File: config.mk
export PLATFORM = sky130hd
export DESIGN_NAME = rc4_keystream_cipher_unit
export DESIGN_NICKNAME = d
export VERILOG_FILES = /design/src/hw/rtl/rc4_pkg.sv /design/src/hw/rtl/rc4_ram.sv /design/src/hw/rtl/rc4_useq.sv /design/src/hw/rtl/rc4_keystream_cipher_unit.sv
export VERILOG_INCLUDE_DIRS = /design/src /design/src/hw/rtl
export SDC_FILE = /design/constraint.sdc
export NUM_CORES = 2
export LEC_CHECK = 0
export BUFFER_PORTS_ARGS = -buffer_cell sky130_fd_sc_hd__buf_4
export CAP_MARGIN = 15
export CORE_MARGIN = 2
export CORE_UTILIZATION = 45
export CTS_CLUSTER_DIAMETER = 80
export CTS_CLUSTER_SIZE = 28
export DETAILED_ROUTE_END_ITERATION = 12
export PLACE_DENSITY = 0.57
export SETUP_SLACK_MARGIN = 0.1
export SYNTH_ARGS = -nofsm -noshare
export SYNTH_HDL_FRONTEND = slang
export SYNTH_MEMORY_MAX_BITS = 65536
export SYNTH_SLANG_ARGS = --single-unit
File: constraint.sdc
create_clock -name clk -period 17.42 [get_ports clk]
set_clock_uncertainty 0.05 [all_clocks]
set_input_delay 1.742 -clock clk [delete_from_list [all_inputs] [get_ports clk]]
set_output_delay 1.742 -clock clk [all_outputs]
set_load 0.005 [all_outputs]
File: src/hw/rtl/rc4_keystream_cipher_unit_macros.svh
// Assertion macros for the RC4 keystream cipher unit.
// Used by rc4_keystream_cipher_unit in this folder; expects clk and arst_n in scope.
`ifndef RC4_KEYSTREAM_CIPHER_UNIT_MACROS_SVH
`define RC4_KEYSTREAM_CIPHER_UNIT_MACROS_SVH
`ifndef SYNTHESIS
// Same-cycle implication, disabled while reset is asserted.
`define RC4_ASSERT_IMPL(lbl, ante, cons) \
	lbl: assert property (@(posedge clk) disable iff (!arst_n) (ante) |-> (cons)) \
		else $error("%m: check failed");
// Next-cycle implication, disabled while reset is asserted.
`define RC4_ASSERT_NEXT(lbl, ante, cons) \
	lbl: assert property (@(posedge clk) disable iff (!arst_n) (ante) |=> (cons)) \
		else $error("%m: check failed");
`else
`define RC4_ASSERT_IMPL(lbl, ante, cons)
`define RC4_ASSERT_NEXT(lbl, ante, cons)
`endif
`endif

File: src/hw/rtl/rc4_pkg.sv
// Shared types, constants and the microcode program of the RC4 cipher unit.
// Used by rc4_useq, rc4_keystream_cipher_unit and the testbench; no dependencies.
package rc4_pkg;

	localparam int BYTE_W = 8;
	localparam int CFG_W = 9;
	localparam int STEP_W = 4;
	localparam int S_DEPTH = 256;
	localparam logic [CFG_W-1:0] KEY_LEN_RESET = 9'd16;

	// Datapath operation selected by one control word.
	typedef enum logic [3:0] {
		A_NOP      = 4'd0,
		A_ACCEPT   = 4'd1,
		A_KEY_LOAD = 4'd2,
		A_INIT_WR  = 4'd3,
		A_KS_RD    = 4'd4,
		A_KS_J     = 4'd5,
		A_SW_WI    = 4'd6,
		A_KS_WJ    = 4'd7,
		A_KEY_DONE = 4'd8,
		A_EMIT_NR  = 4'd9,
		A_PR_I     = 4'd10,
		A_PR_J     = 4'd11,
		A_PR_WJ    = 4'd12,
		A_EMIT_KS  = 4'd13
	} act_t;

	// Condition that holds the sequencer on the current step.
	typedef enum logic [1:0] {
		W_NONE     = 2'd0,
		W_NO_IN    = 2'd1,
		W_OUT_BUSY = 2'd2
	} wait_t;

	// Condition that selects the jump target instead of the next step.
	typedef enum logic [2:0] {
		C_NEVER      = 3'd0,
		C_ALWAYS     = 3'd1,
		C_DATA       = 3'd2,
		C_KEY_MORE   = 3'd3,
		C_I_NOT_LAST = 3'd4,
		C_KEYED      = 3'd5
	} cond_t;

	localparam logic [STEP_W-1:0] STEP_IDLE   = 4'd0;
	localparam logic [STEP_W-1:0] STEP_DISP   = 4'd1;
	localparam logic [STEP_W-1:0] STEP_KEY    = 4'd2;
	localparam logic [STEP_W-1:0] STEP_INIT   = 4'd3;
	localparam logic [STEP_W-1:0] STEP_KS_A   = 4'd4;
	localparam logic [STEP_W-1:0] STEP_KS_B   = 4'd5;
	localparam logic [STEP_W-1:0] STEP_KS_C   = 4'd6;
	localparam logic [STEP_W-1:0] STEP_KS_D   = 4'd7;
	localparam logic [STEP_W-1:0] STEP_KS_END = 4'd8;
	localparam logic [STEP_W-1:0] STEP_D_CHK  = 4'd9;
	localparam logic [STEP_W-1:0] STEP_NR     = 4'd10;
	localparam logic [STEP_W-1:0] STEP_P1     = 4'd11;
	localparam logic [STEP_W-1:0] STEP_P2     = 4'd12;
	localparam logic [STEP_W-1:0] STEP_P3     = 4'd13;
	localparam logic [STEP_W-1:0] STEP_P4     = 4'd14;
	localparam logic [STEP_W-1:0] STEP_P5     = 4'd15;

	typedef struct packed {
		act_t                act;
		wait_t               wt;
		cond_t               cond;
		logic [STEP_W-1:0]   target;
	} uword_t;

	// Sequencer to datapath.
	typedef struct packed {
		logic [STEP_W-1:0] step;
		act_t              act;
		logic              go;
	} ctrl_t;

	// Datapath to sequencer.
	typedef struct packed {
		logic in_valid;
		logic is_data;
		logic key_more;
		logic i_not_last;
		logic keyed;
		logic out_busy;
	} stat_t;

	function automatic uword_t uw(input act_t a, input wait_t w, input cond_t c,
			input logic [STEP_W-1:0] t);
		uword_t r;
		r.act = a;
		r.wt = w;
		r.cond = c;
		r.target = t;
		return r;
	endfunction

	// The control program. A step falls through to the next one unless its
	// condition is true, and stays put while its wait condition is true.
	function automatic uword_t ucode_rom(input logic [STEP_W-1:0] step);
		uword_t w;
		case (step)
			STEP_IDLE:   w = uw(A_ACCEPT,   W_NO_IN,    C_NEVER,      STEP_IDLE);
			STEP_DISP:   w = uw(A_NOP,      W_NONE,     C_DATA,       STEP_D_CHK);
			STEP_KEY:    w = uw(A_KEY_LOAD, W_NONE,     C_KEY_MORE,   STEP_IDLE);
			STEP_INIT:   w = uw(A_INIT_WR,  W_NONE,     C_I_NOT_LAST, STEP_INIT);
			STEP_KS_A:   w = uw(A_KS_RD,    W_NONE,     C_NEVER,      STEP_IDLE);
			STEP_KS_B:   w = uw(A_KS_J,     W_NONE,     C_NEVER,      STEP_IDLE);
			STEP_KS_C:   w = uw(A_SW_WI,    W_NONE,     C_NEVER,      STEP_IDLE);
			STEP_KS_D:   w = uw(A_KS_WJ,    W_NONE,     C_I_NOT_LAST, STEP_KS_A);
			STEP_KS_END: w = uw(A_KEY_DONE, W_NONE,     C_ALWAYS,     STEP_IDLE);
			STEP_D_CHK:  w = uw(A_NOP,      W_NONE,     C_KEYED,      STEP_P1);
			STEP_NR:     w = uw(A_EMIT_NR,  W_OUT_BUSY, C_ALWAYS,     STEP_IDLE);
			STEP_P1:     w = uw(A_PR_I,     W_NONE,     C_NEVER,      STEP_IDLE);
			STEP_P2:     w = uw(A_PR_J,     W_NONE,     C_NEVER,      STEP_IDLE);
			STEP_P3:     w = uw(A_SW_WI,    W_NONE,     C_NEVER,      STEP_IDLE);
			STEP_P4:     w = uw(A_PR_WJ,    W_NONE,     C_NEVER,      STEP_IDLE);
			STEP_P5:     w = uw(A_EMIT_KS,  W_OUT_BUSY, C_ALWAYS,     STEP_IDLE);
			default:     w = uw(A_NOP,      W_NONE,     C_ALWAYS,     STEP_IDLE);
		endcase
		return w;
	endfunction

endpackage

File: src/hw/rtl/rc4_ram.sv
// Generic single-write, single-read RAM with a registered read port.
// No dependencies; used for the permutation and the key store.
module rc4_ram #(
	parameter int WIDTH = 8,
	parameter int DEPTH = 256,
	parameter int AW = (DEPTH > 1) ? $clog2(DEPTH) : 1
) (
	input  logic             clk,
	input  logic             we,
	input  logic [AW-1:0]    waddr,
	input  logic [WIDTH-1:0] wdata,
	input  logic             re,
	input  logic [AW-1:0]    raddr,
	output logic [WIDTH-1:0] rdata
);

	logic [WIDTH-1:0] mem_q [DEPTH];
	logic [WIDTH-1:0] rdata_q;

	always_ff @(posedge clk) begin
		if (we) begin
			mem_q[waddr] <= wdata;
		end
		if (re) begin
			rdata_q <= mem_q[raddr];
		end
	end

	assign rdata = rdata_q;

endmodule

File: src/hw/rtl/rc4_useq.sv
// Microcode sequencer: step counter, control ROM lookup and jump logic.
// Depends on rc4_pkg for the control word layout and the program.
module rc4_useq (
	input  logic           clk,
	input  logic           arst_n,
	input  rc4_pkg::stat_t stat,
	output rc4_pkg::ctrl_t ctrl
);

	import rc4_pkg::*;

	logic [STEP_W-1:0] step_q;
	uword_t            word;
	logic              hold;
	logic              taken;

	assign word = ucode_rom(step_q);

	always_comb begin
		case (word.wt)
			W_NONE:     hold = 1'b0;
			W_NO_IN:    hold = !stat.in_valid;
			W_OUT_BUSY: hold = stat.out_busy;
			default:    hold = 1'b0;
		endcase
	end

	always_comb begin
		case (word.cond)
			C_NEVER:      taken = 1'b0;
			C_ALWAYS:     taken = 1'b1;
			C_DATA:       taken = stat.is_data;
			C_KEY_MORE:   taken = stat.key_more;
			C_I_NOT_LAST: taken = stat.i_not_last;
			C_KEYED:      taken = stat.keyed;
			default:      taken = 1'b0;
		endcase
	end

	always_ff @(posedge clk or negedge arst_n) begin
		if (!arst_n) begin
			step_q <= STEP_IDLE;
		end else if (!hold) begin
			step_q <= taken ? word.target : step_q + STEP_W'(1);
		end
	end

	assign ctrl.step = step_q;
	assign ctrl.act = word.act;
	assign ctrl.go = !hold;

endmodule

File: src/hw/rtl/rc4_keystream_cipher_unit.sv
// Top level of the RC4 keystream cipher unit: ports, datapath and memories.
// Depends on rc4_pkg, rc4_useq, rc4_ram and the assertion macro header.
//
//   Channel  Direction  Payload                            Handshake
//   s_axis   in         tdata[7:0]=in_byte, tuser[0]=kind  tvalid/tready
//   m_axis   out        tdata[7:0]=out_byte, tuser[0]=not_ready  tvalid/tready
//   cfg      in         cfg_data[8:0]=key_length       cfg_valid/cfg_ready
//
// A key byte that does not complete the key runs the steps IDLE, DISP and
// KEY. The byte that completes it goes on to write the identity permutation
// in INIT, then runs each swap step as KS_A to KS_D because the permutation
// RAM has one read and one write port, and ends in KS_END. A data byte runs
// P1 to P5 after D_CHK when keyed and NR when not keyed. After reset the unit
// is idle and unkeyed, with a key length of 16. A new item is accepted while
// a result still waits on m_axis; the sequencer only holds at the final step
// of the next data item if the output register is still full.
`include "rc4_keystream_cipher_unit_macros.svh"

module rc4_keystream_cipher_unit #(
	parameter int MAX_KEY_BYTES = 256
) (
	input  logic       clk,
	input  logic       arst_n,
	input  logic       s_axis_tvalid,
	output logic       s_axis_tready,
	input  logic [7:0] s_axis_tdata,   // [7:0] in_byte
	input  logic [0:0] s_axis_tuser,   // [0] kind: 0 key byte, 1 data byte
	output logic       m_axis_tvalid,
	input  logic       m_axis_tready,
	output logic [7:0] m_axis_tdata,   // [7:0] out_byte
	output logic [0:0] m_axis_tuser,   // [0] not_ready
	input  logic       cfg_valid,
	output logic       cfg_ready,
	input  logic [8:0] cfg_data        // [8:0] key_length
);

	import rc4_pkg::*;

	localparam int KIDX_W = (MAX_KEY_BYTES > 1) ? $clog2(MAX_KEY_BYTES) : 1;
	localparam int CNT_W = $clog2(MAX_KEY_BYTES + 1);
	localparam logic [CFG_W-1:0] MAX_LEN = CFG_W'(MAX_KEY_BYTES);
	localparam logic [CNT_W-1:0] MAX_CNT = CNT_W'(MAX_KEY_BYTES);

	ctrl_t ctrl;
	stat_t stat;

	// Configuration and key-load state.
	logic [CFG_W-1:0]  key_length_q;
	logic [CFG_W-1:0]  len_eff;
	logic [CFG_W-1:0]  len_q;
	logic [CNT_W-1:0]  key_count_q;
	logic              keyed_q;
	logic [CNT_W-1:0]  eff_cnt;
	logic              room;
	logic [CNT_W-1:0]  new_cnt;

	// Cipher indices and temporaries.
	logic [BYTE_W-1:0] i_q;
	logic [BYTE_W-1:0] j_q;
	logic [BYTE_W-1:0] si_q;
	logic [BYTE_W-1:0] sj_q;
	logic [BYTE_W-1:0] t_q;
	logic [KIDX_W-1:0] kidx_q;
	logic              kidx_wrap;
	logic              kind_q;
	logic [BYTE_W-1:0] byte_q;

	logic [BYTE_W-1:0] j_ks;
	logic [BYTE_W-1:0] j_pr;
	logic [BYTE_W-1:0] i_inc;
	logic [BYTE_W-1:0] ks_byte;

	// Output register.
	logic              out_valid_q;
	logic [BYTE_W-1:0] out_byte_q;
	logic              out_nr_q;
	logic              emit;

	// Memory ports.
	logic              s_we;
	logic [BYTE_W-1:0] s_waddr;
	logic [BYTE_W-1:0] s_wdata;
	logic              s_re;
	logic [BYTE_W-1:0] s_raddr;
	logic [BYTE_W-1:0] s_rdata;
	logic              k_we;
	logic              k_re;
	logic [BYTE_W-1:0] k_rdata;

	logic              in_fire;
	logic              do_act;

	rc4_useq u_seq (
		.clk    (clk),
		.arst_n (arst_n),
		.stat   (stat),
		.ctrl   (ctrl)
	);

	rc4_ram #(
		.WIDTH (BYTE_W),
		.DEPTH (S_DEPTH)
	) u_perm (
		.clk   (clk),
		.we    (s_we),
		.waddr (s_waddr),
		.wdata (s_wdata),
		.re    (s_re),
		.raddr (s_raddr),
		.rdata (s_rdata)
	);

	rc4_ram #(
		.WIDTH (BYTE_W),
		.DEPTH (MAX_KEY_BYTES),
		.AW    (KIDX_W)
	) u_key (
		.clk   (clk),
		.we    (k_we),
		.waddr (eff_cnt[KIDX_W-1:0]),
		.wdata (byte_q),
		.re    (k_re),
		.raddr (kidx_q),
		.rdata (k_rdata)
	);

	assign cfg_ready = 1'b1;
	assign s_axis_tready = (ctrl.act == A_ACCEPT);
	assign in_fire = s_axis_tvalid && s_axis_tready;
	assign do_act = ctrl.go;

	// Out-of-range key lengths clamp to the supported span.
	always_comb begin
		if (key_length_q == '0) begin
			len_eff = CFG_W'(1);
		end else if (key_length_q > MAX_LEN) begin
			len_eff = MAX_LEN;
		end else begin
			len_eff = key_length_q;
		end
	end

	// A key byte after keying restarts the load from the first position.
	assign eff_cnt = keyed_q ? '0 : key_count_q;
	assign room = (eff_cnt < MAX_CNT);
	assign new_cnt = eff_cnt + CNT_W'(room);
	assign kidx_wrap = ((CFG_W'(kidx_q) + CFG_W'(1)) == len_q);

	assign j_ks = j_q + s_rdata + k_rdata;
	assign j_pr = j_q + s_rdata;
	assign i_inc = i_q + BYTE_W'(1);

	// The output entry is read in the same step that writes S[j], so the two
	// swapped entries are forwarded from their holding registers. S[j] was
	// written last, which also covers the case where i and j coincide.
	always_comb begin
		if (t_q == j_q) begin
			ks_byte = si_q;
		end else if (t_q == i_q) begin
			ks_byte = sj_q;
		end else begin
			ks_byte = s_rdata;
		end
	end

	assign stat.in_valid = s_axis_tvalid;
	assign stat.is_data = kind_q;
	assign stat.key_more = (CFG_W'(new_cnt) < len_eff);
	assign stat.i_not_last = (i_q != {BYTE_W{1'b1}});
	assign stat.keyed = keyed_q;
	assign stat.out_busy = out_valid_q && !m_axis_tready;

	assign emit = do_act && (ctrl.act == A_EMIT_NR || ctrl.act == A_EMIT_KS);

	// Memory port selection per operation.
	always_comb begin
		s_we = 1'b0;
		s_waddr = i_q;
		s_wdata = s_rdata;
		s_re = 1'b0;
		s_raddr = i_q;
		k_we = 1'b0;
		k_re = 1'b0;
		if (do_act) begin
			case (ctrl.act)
				A_KEY_LOAD: begin
					k_we = room;
				end
				A_INIT_WR: begin
					s_we = 1'b1;
					s_wdata = i_q;
				end
				A_KS_RD: begin
					s_re = 1'b1;
					k_re = 1'b1;
				end
				A_KS_J: begin
					s_re = 1'b1;
					s_raddr = j_ks;
				end
				A_SW_WI: begin
					s_we = 1'b1;
				end
				A_KS_WJ: begin
					s_we = 1'b1;
					s_waddr = j_q;
					s_wdata = si_q;
				end
				A_PR_I: begin
					s_re = 1'b1;
					s_raddr = i_inc;
				end
				A_PR_J: begin
					s_re = 1'b1;
					s_raddr = j_pr;
				end
				A_PR_WJ: begin
					s_we = 1'b1;
					s_waddr = j_q;
					s_wdata = si_q;
					s_re = 1'b1;
					s_raddr = si_q + sj_q;
				end
				default: begin
				end
			endcase
		end
	end

	// Control state: configuration, key count, keyed flag and indices.
	always_ff @(posedge clk or negedge arst_n) begin
		if (!arst_n) begin
			key_length_q <= KEY_LEN_RESET;
			key_count_q <= '0;
			keyed_q <= 1'b0;
			i_q <= '0;
			j_q <= '0;
		end else begin
			if (cfg_valid && cfg_ready) begin
				key_length_q <= cfg_data;
			end
			if (do_act) begin
				case (ctrl.act)
					A_KEY_LOAD: begin
						keyed_q <= 1'b0;
						key_count_q <= new_cnt;
						i_q <= '0;
						j_q <= '0;
					end
					A_INIT_WR: begin
						i_q <= i_inc;
					end
					A_KS_J: begin
						j_q <= j_ks;
					end
					A_KS_WJ: begin
						i_q <= i_inc;
					end
					A_KEY_DONE: begin
						keyed_q <= 1'b1;
						key_count_q <= '0;
						i_q <= '0;
						j_q <= '0;
					end
					A_PR_I: begin
						i_q <= i_inc;
					end
					A_PR_J: begin
						j_q <= j_pr;
					end
					default: begin
					end
				endcase
			end
		end
	end

	// Payload registers.
	always_ff @(posedge clk) begin
		if (in_fire) begin
			kind_q <= s_axis_tuser[0];
			byte_q <= s_axis_tdata;
		end
		if (do_act) begin
			case (ctrl.act)
				A_KEY_LOAD: begin
					len_q <= len_eff;
					kidx_q <= '0;
				end
				A_KS_J: begin
					si_q <= s_rdata;
				end
				A_SW_WI: begin
					sj_q <= s_rdata;
				end
				A_KS_WJ: begin
					kidx_q <= kidx_wrap ? '0 : kidx_q + KIDX_W'(1);
				end
				A_PR_J: begin
					si_q <= s_rdata;
				end
				A_PR_WJ: begin
					t_q <= si_q + sj_q;
				end
				default: begin
				end
			endcase
		end
		if (emit) begin
			out_byte_q <= (ctrl.act == A_EMIT_KS) ? (byte_q ^ ks_byte) : '0;
			out_nr_q <= (ctrl.act == A_EMIT_NR);
		end
	end

	always_ff @(posedge clk or negedge arst_n) begin
		if (!arst_n) begin
			out_valid_q <= 1'b0;
		end else if (emit) begin
			out_valid_q <= 1'b1;
		end else if (m_axis_tready) begin
			out_valid_q <= 1'b0;
		end
	end

	assign m_axis_tvalid = out_valid_q;
	assign m_axis_tdata = out_byte_q;
	assign m_axis_tuser[0] = out_nr_q;

	// Items are taken only at the idle step of the program.
	`RC4_ASSERT_IMPL(a_accept_at_idle, s_axis_tready, ctrl.step == STEP_IDLE)
	// The key index stays inside the latched key length during the schedule.
	`RC4_ASSERT_IMPL(a_kidx_range, ctrl.step == STEP_KS_A || ctrl.step == STEP_KS_D, CFG_W'(kidx_q) < len_q)
	// Keystream results are only produced once keying has completed.
	`RC4_ASSERT_IMPL(a_ks_keyed, ctrl.go && ctrl.act == A_EMIT_KS, keyed_q)
	// Finishing the schedule leaves the unit keyed with cleared indices.
	`RC4_ASSERT_NEXT(a_sched_done, ctrl.go && ctrl.act == A_KEY_DONE, keyed_q && i_q == '0 && j_q == '0)
	// A result never overwrites one that is still waiting.
	`RC4_ASSERT_IMPL(a_no_overwrite, emit, !out_valid_q || m_axis_tready)

endmodule

======== Word level (Yosys, flattened, before mapping) ========
Memories as Yosys holds them, arrays and structs flattened. A register that Yosys moved wholly into a read port is not among the register bits.
Index checks and enable logic that the tools add are counted.
cells by class
  shift-type cells ........................ 0
  multipliers ............................. 0
  $lt $le $gt $ge ......................... 3
  div/mod/pow operators ................... 0
  bitwise logic cells ..................... 2
  reduce and logical (&&, ||, !) cells .... 27
  muxes and demuxes ....................... 34
  eq/ne operators ......................... 24
  add/subtract/negate cells ............... 8
operators with widths
  operator                                               count
  two-way mux 8 bit                                      7
  case mux 8 bit (2 select lines)                        3
  case mux 8 bit (4 select lines)                        1
  two-way mux 9 bit                                      3
  adder 8 bit                                            3
  == test 4 bit (second input constant)                  6
  case mux 8 bit (3 select lines)                        1
  case mux 9 bit (2 select lines)                        1
  adder 8 x 1 -> 8 bit (second input constant)           2
  == test 4 x 3 -> 1 bit (second input constant)         4
  == test 8 bit                                          2
  AND reduction 2 bit                                    8
  two-way mux 1 bit                                      14
  adder 8 x 1 -> 9 bit (second input constant)           1
  adder 9 x 1 -> 9 bit                                   1
  == test 9 bit                                          1
  greater-than comparator 9 bit (second input constant)  1
  logical NOT 9 bit                                      1
  < comparator 9 bit                                     1
  < comparator 9 bit (second input constant)             1
  == test 4 x 2 -> 1 bit (second input constant)         2
  inequality test 8 bit (second input constant)          1
  nonzero test 2 bit                                     4
  XOR 8 bit                                              1
  19 further kinds                                       28
storage, ports and cells
  bits in registers ....................... 99
  memory bits (writable) .................. 4096
  input bits .............................. 23
  word-level logic and storage cells ...... 117
  output and inout port bits .............. 12
  memories ................................ 3
  memory bits (read-only) ................. 208
  latch bits .............................. 0
memories
  name             depth  width  read ports  clocked after Yosys merged registers in  wr ports  line            source
  u_key.mem_q      256    8      1           1                                        1         rc4_ram.sv:17   logic [WIDTH-1:0] mem_q [DEPTH];
  u_perm.mem_q     256    8      1           1                                        1         rc4_ram.sv:17
  (no name shown)  16     13     1           0                                        0         rc4_pkg.sv:101  case (step)

======== Depth between registers and ports, before layout ========
An unclocked memory read counts as a cell.
  depth after elaboration ................. 7
  depth in mapped cells ................... 20
  mapped depth without buffers ............ 17

======== Cells and area by module ========
Synthesis repeated with hierarchy kept, for this count alone.
unflattened totals
  cell total of the unflattened synthesis .. 8174
  area total of the unflattened synthesis .. 166255.7 sq um
by module, submodules not included
  module                     times used  area an instance (sq um)  cells each  seq. area each (sq um)
  rc4_ram                    2           79636.4                   3733        61739.2
  rc4_keystream_cipher_unit  1           6363.6                    631         2673.8
  rc4_useq                   1           619.3                     77          100.1

======== Least setup slack after synthesis ========
OpenSTA, ideal clock, no wires.
  path type ............................... input port to flip-flop
  start ................................... input s_axis_tvalid
  end ..................................... memory u_perm.mem_q[0][0] (data pin)
  path slack .............................. 10.136 ns
  buffers on the path ..................... 3
  setup time .............................. 0.820 ns
  stages .................................. 9
  arrival time ............................ 6.414 ns
  data required time ...................... 16.550 ns
  cell sequence ........................... nor4b_2 -> a31o_2 -> buf_1 -> nor2_1 -> clkbuf_1 -> clkbuf_1 -> nor2_1 -> nand2_1 -> nand2_1
between the ends
  word-level cells in the longest chain between the ends .. 3
RTL lines
  item                             line                              source
  start: declaration               rc4_keystream_cipher_unit.sv:24   input logic s_axis_tvalid,
  logical NOT 1 bit                rc4_useq.sv:22                    W_NO_IN: hold = !stat.in_valid;
  case mux 1 bit (2 select lines)  rc4_useq.sv:20                    case (word.wt)
  two-way mux 8 bit                rc4_keystream_cipher_unit.sv:184  if (do_act) begin
  named net s_wdata[0]             rc4_keystream_cipher_unit.sv:82   logic [BYTE_W-1:0] s_wdata;
  end: declaration                 rc4_ram.sv:17
The timed path passes the listed nets, and every way through them passes these cells.

======== Final worst setup path ========
  start ................................... register u_seq.step_q[1]
  end ..................................... register u_perm.rdata_q[3], in the netlist u_perm.rdata[3] (read register of u_perm.mem_q) (data pin)
between the ends
  word-level cells in the longest chain between the ends .. 5
  elaborated cells between the ends (all ways) .. 14
  classes of those cells .................. eq/ne: 7; mux: 5; reduce/logical: 1; memory: 1
RTL lines
  item                                                     line                              source
  start: declaration                                       rc4_useq.sv:12                    logic [STEP_W-1:0] step_q;
  start signal: assignment                                 rc4_useq.sv:44                    step_q <= taken ? word.target : step_q + STEP_W'(1);
  memory (16 x 13 bit) (*)                                 -
  == test 4 bit or == test 4 x 3 -> 1 bit (tied branches)  rc4_keystream_cipher_unit.sv:185  case (ctrl.act)
  OR reduction 5 bit (no line)                             -
  two-way mux 1 bit                                        rc4_keystream_cipher_unit.sv:185
  two-way mux 1 bit                                        rc4_keystream_cipher_unit.sv:184
  end: declaration                                         rc4_ram.sv:18                     logic [WIDTH-1:0] rdata_q;
Mark *: on every way between the ends. The rest lies on a longest branch, timed or not.
A chain may end at the register's enable or synchronous reset.

==> impl_metrics.yaml <==
sta:
  slew_headroom: 0.111
  fin_tns_setup_ps: 0
  rsz0062_at_grt: "no"
  min_period_ps: 7780
  finalCritPeriodShare: 0.447
  tightestPinTransition_ps: 1330
  fmax_mhz: 128
  final_hold_viol_count: 0
  drv_slew: 0
  finalSetupViolCount: 0
yosys:
  synth_area_per_cell_um2: 17.8
  synth_most_common_cell: "edfxtp_1"
  syn-num-nets: 9431
  synth.distinct_cells: 81
  synth_top_area_cell: "edfxtp_1"
  yosys_warnings: 0
  synth_common_cells: "edfxtp_1 (4171), nand2_1 (1176), mux4_2 (680)"
  synth_cells: 9363
  syn-cell-area_um2: 167000
  synth_edf_count: 4171
  synthArstFlopShare: 0.00950
  ys_top_cells_by_area: "edfxtp_1 (75%), mux4_2 (9.2%), nand2_1 (2.6%)"
  seq_area_frac_synth: 0.756
  ys_ff_latch: 4211
  synth_top_area_frac: 0.750
  ys.flop_type: "edfxtp_1"
clock_network:
  cts_tree: "yes"
  clockBufferDepth: 4
  cts_resized: 0
  cts_max_level: 4
  clk_pin_slew_ps: 110
  clock_latency_ps: 950
  hold_buffers: 0
  cts_sinks: 4211
  post_cts_buffers: 0
  root_buffer: "clkbuf_16"
  numCtsBuffers: 189
hold_path:
  hp-class: "reg -> reg"
critical_path:
  crit_fanout: 141
  worst-setup-path-type: "reg -> reg"
  cp.arrival_ps: 8430
  critPathCaptureType: "flip-flop"
  cp_data_required_time_ps: 18070
  crit_path_start_kind: "flip-flop"
drt:
  post-route-drc-count: 0
  wirelength_um: 420000
  first_pass_iters: 5
  ant_nets: 0
  wl_per_cell_um: 29.5
  drt_iter0_markers: 10786
  vias: 85079
  vias_per_cell: 5.97
pwr:
  total_power_uw: 30100
  powerDensity_nw_per_um2: 168
  peakVddDrop_v: 0.000288
  leakage_uw: 0.0551
placement:
  io_buffers: 33
  hpwl_um: 247000
  place_area_um2: 173000
  gp_congestion: 0.847
outcome:
  status: "finished, final reports clean"
die:
  initial_core_util: 0.452
  die_area_um2: 376000
  io_pins: 35
  num_rows: 223
  die_y_um: 613
  fp.dieW_um: 613
  design.core.area_um2: 369000
grt:
  grt_use_met1: 0.331
  met3_usage: 0.0249
  grt-ovfl-total: 0
  grt_pass1_vias: 83574
  use_met2: 0.349
  grt_max_degree: 209
  grt.total_usage: 0.221
  top_usage_layer: "met2"
  grt_pass1_wl_um: 608000
  antenna_found_initial: 10
final_layout:
  syn_to_final_growth_pct: 7.07
  drive_above_1_share: 0.156
  fillers: 30397
  final_nets: 9270
  stdcell_area_um2: 179000
run:
  max-cap-violations: 0
[sequential cells by signal, summed over array words and instances (netlist names), 9 cells and up]
name / count
key_count_q: 9
key_length_q: 9
len_q: 9
u_key.mem_q: 2048
u_perm.mem_q: 2048
[logic make-up (layout without fill, tap and decap cells)]
family | after synthesis | count (layout) | share of synthesized area
simple gates | 2589 | 2589 | 0.0667
flops | 4211 | 4211 | 0.756
fa+ha+maj | 45 | 45 | 0.00351
compound gates | 647 | 647 | 0.0285
xor+xnor | 72 | 72 | 0.00378
other cells | 1 | 4 | 0.0000225
mux | 1208 | 1208 | 0.126
buf+inv | 590 | 529 | 0.0152
[area by class of cell]
class | instances | area [µm²] | area share
sequential | 4211 | 126000 | 0.707
inverter | 30 | 113 | 0.000630
clock buffer | 210 | 4860 | 0.0272
multi-input combinational | 4562 | 38500 | 0.215
clock inverter | 81 | 968 | 0.00542
tap | 4950 | 6190 | 0.0347
timing repair buffer | 208 | 1830 | 0.0103
antenna | 3 | 7.51 | 0.0000420
[layout by cell type (no fill, tap or decap), types with 30 or more instances in the layout]
master	count
a21oi_1	127
a22oi_1	161
buf_4	180
clkbuf_16	191
dfrtp_1	39
edfxtp_1	4171
ha_1	42
mux2_1	54
mux2_2	242
mux2i_1	228
mux4_2	680
nand2_1	1164
nand3_1	542
nand4_1	165
nor2_1	596
o21ai_0	39
o221ai_1	30
o22a_1	144
xnor2_1	35
xor2_1	37
[per-stage QoR]
stage                util  worst slack, ps  hold slack, ps  cells
global route        0.484             9310             512  14253
floorplan               -            10140             417   9363
detailed placement  0.468             9150             443  13959
finish              0.484             9640             469  14255
global placement    0.468             8750             442  13949
CTS                 0.484             9720             471  14250
[metal layers]
| layer | up-vias | wire [µm] | part of all wire |
|---|---|---|---|
| li1 | 36413 | - | - |
| met1 | 45224 | 184000 | 0.44 |
| met2 | 2970 | 197000 | 0.47 |
| met3 | 468 | 27400 | 0.065 |
| met4 | 4 | 11400 | 0.027 |
| met5 | - | 26 | 0.000062 |
[worst max-delay path: stages, from the launching register on]
cell and delay, ps:
dfrtp_1 670, inv_1 230, ha_1 420, nand2b_1 260, a21oi_1 310, o22ai_1 260
o211ai_1 390, o21a_4 670, buf_12 720, buf_12 720, mux2_2 410, a22oi_1 170
o221ai_1 240, a2111oi_1 820, buf_4 290, nand4_1 270, and4_1 340
[power by group]
group / internal, µW / switching (µW)
clock network: 2210 / 3200
registers: 13000 / 168
logic: 3750 / 7750
total: 19000 / 11100
[worst paths after layout]
check,from,end,slack (ps),depth (start not counted)
worst min-delay path,key_count_q[8],key_count_q[8],470,1
max in group asynchronous,arst_n,j_q[2],16030,1
worst max-delay path,u_seq.step_q[1],u_perm.rdata[3],9640,16
worst min register to register,key_count_q[8],key_count_q[8],470,1
min in group asynchronous,arst_n,key_length_q[1],760,1
worst max register to register,u_seq.step_q[1],u_perm.rdata[3],9640,16
Power figures use the tool's default switching activity.
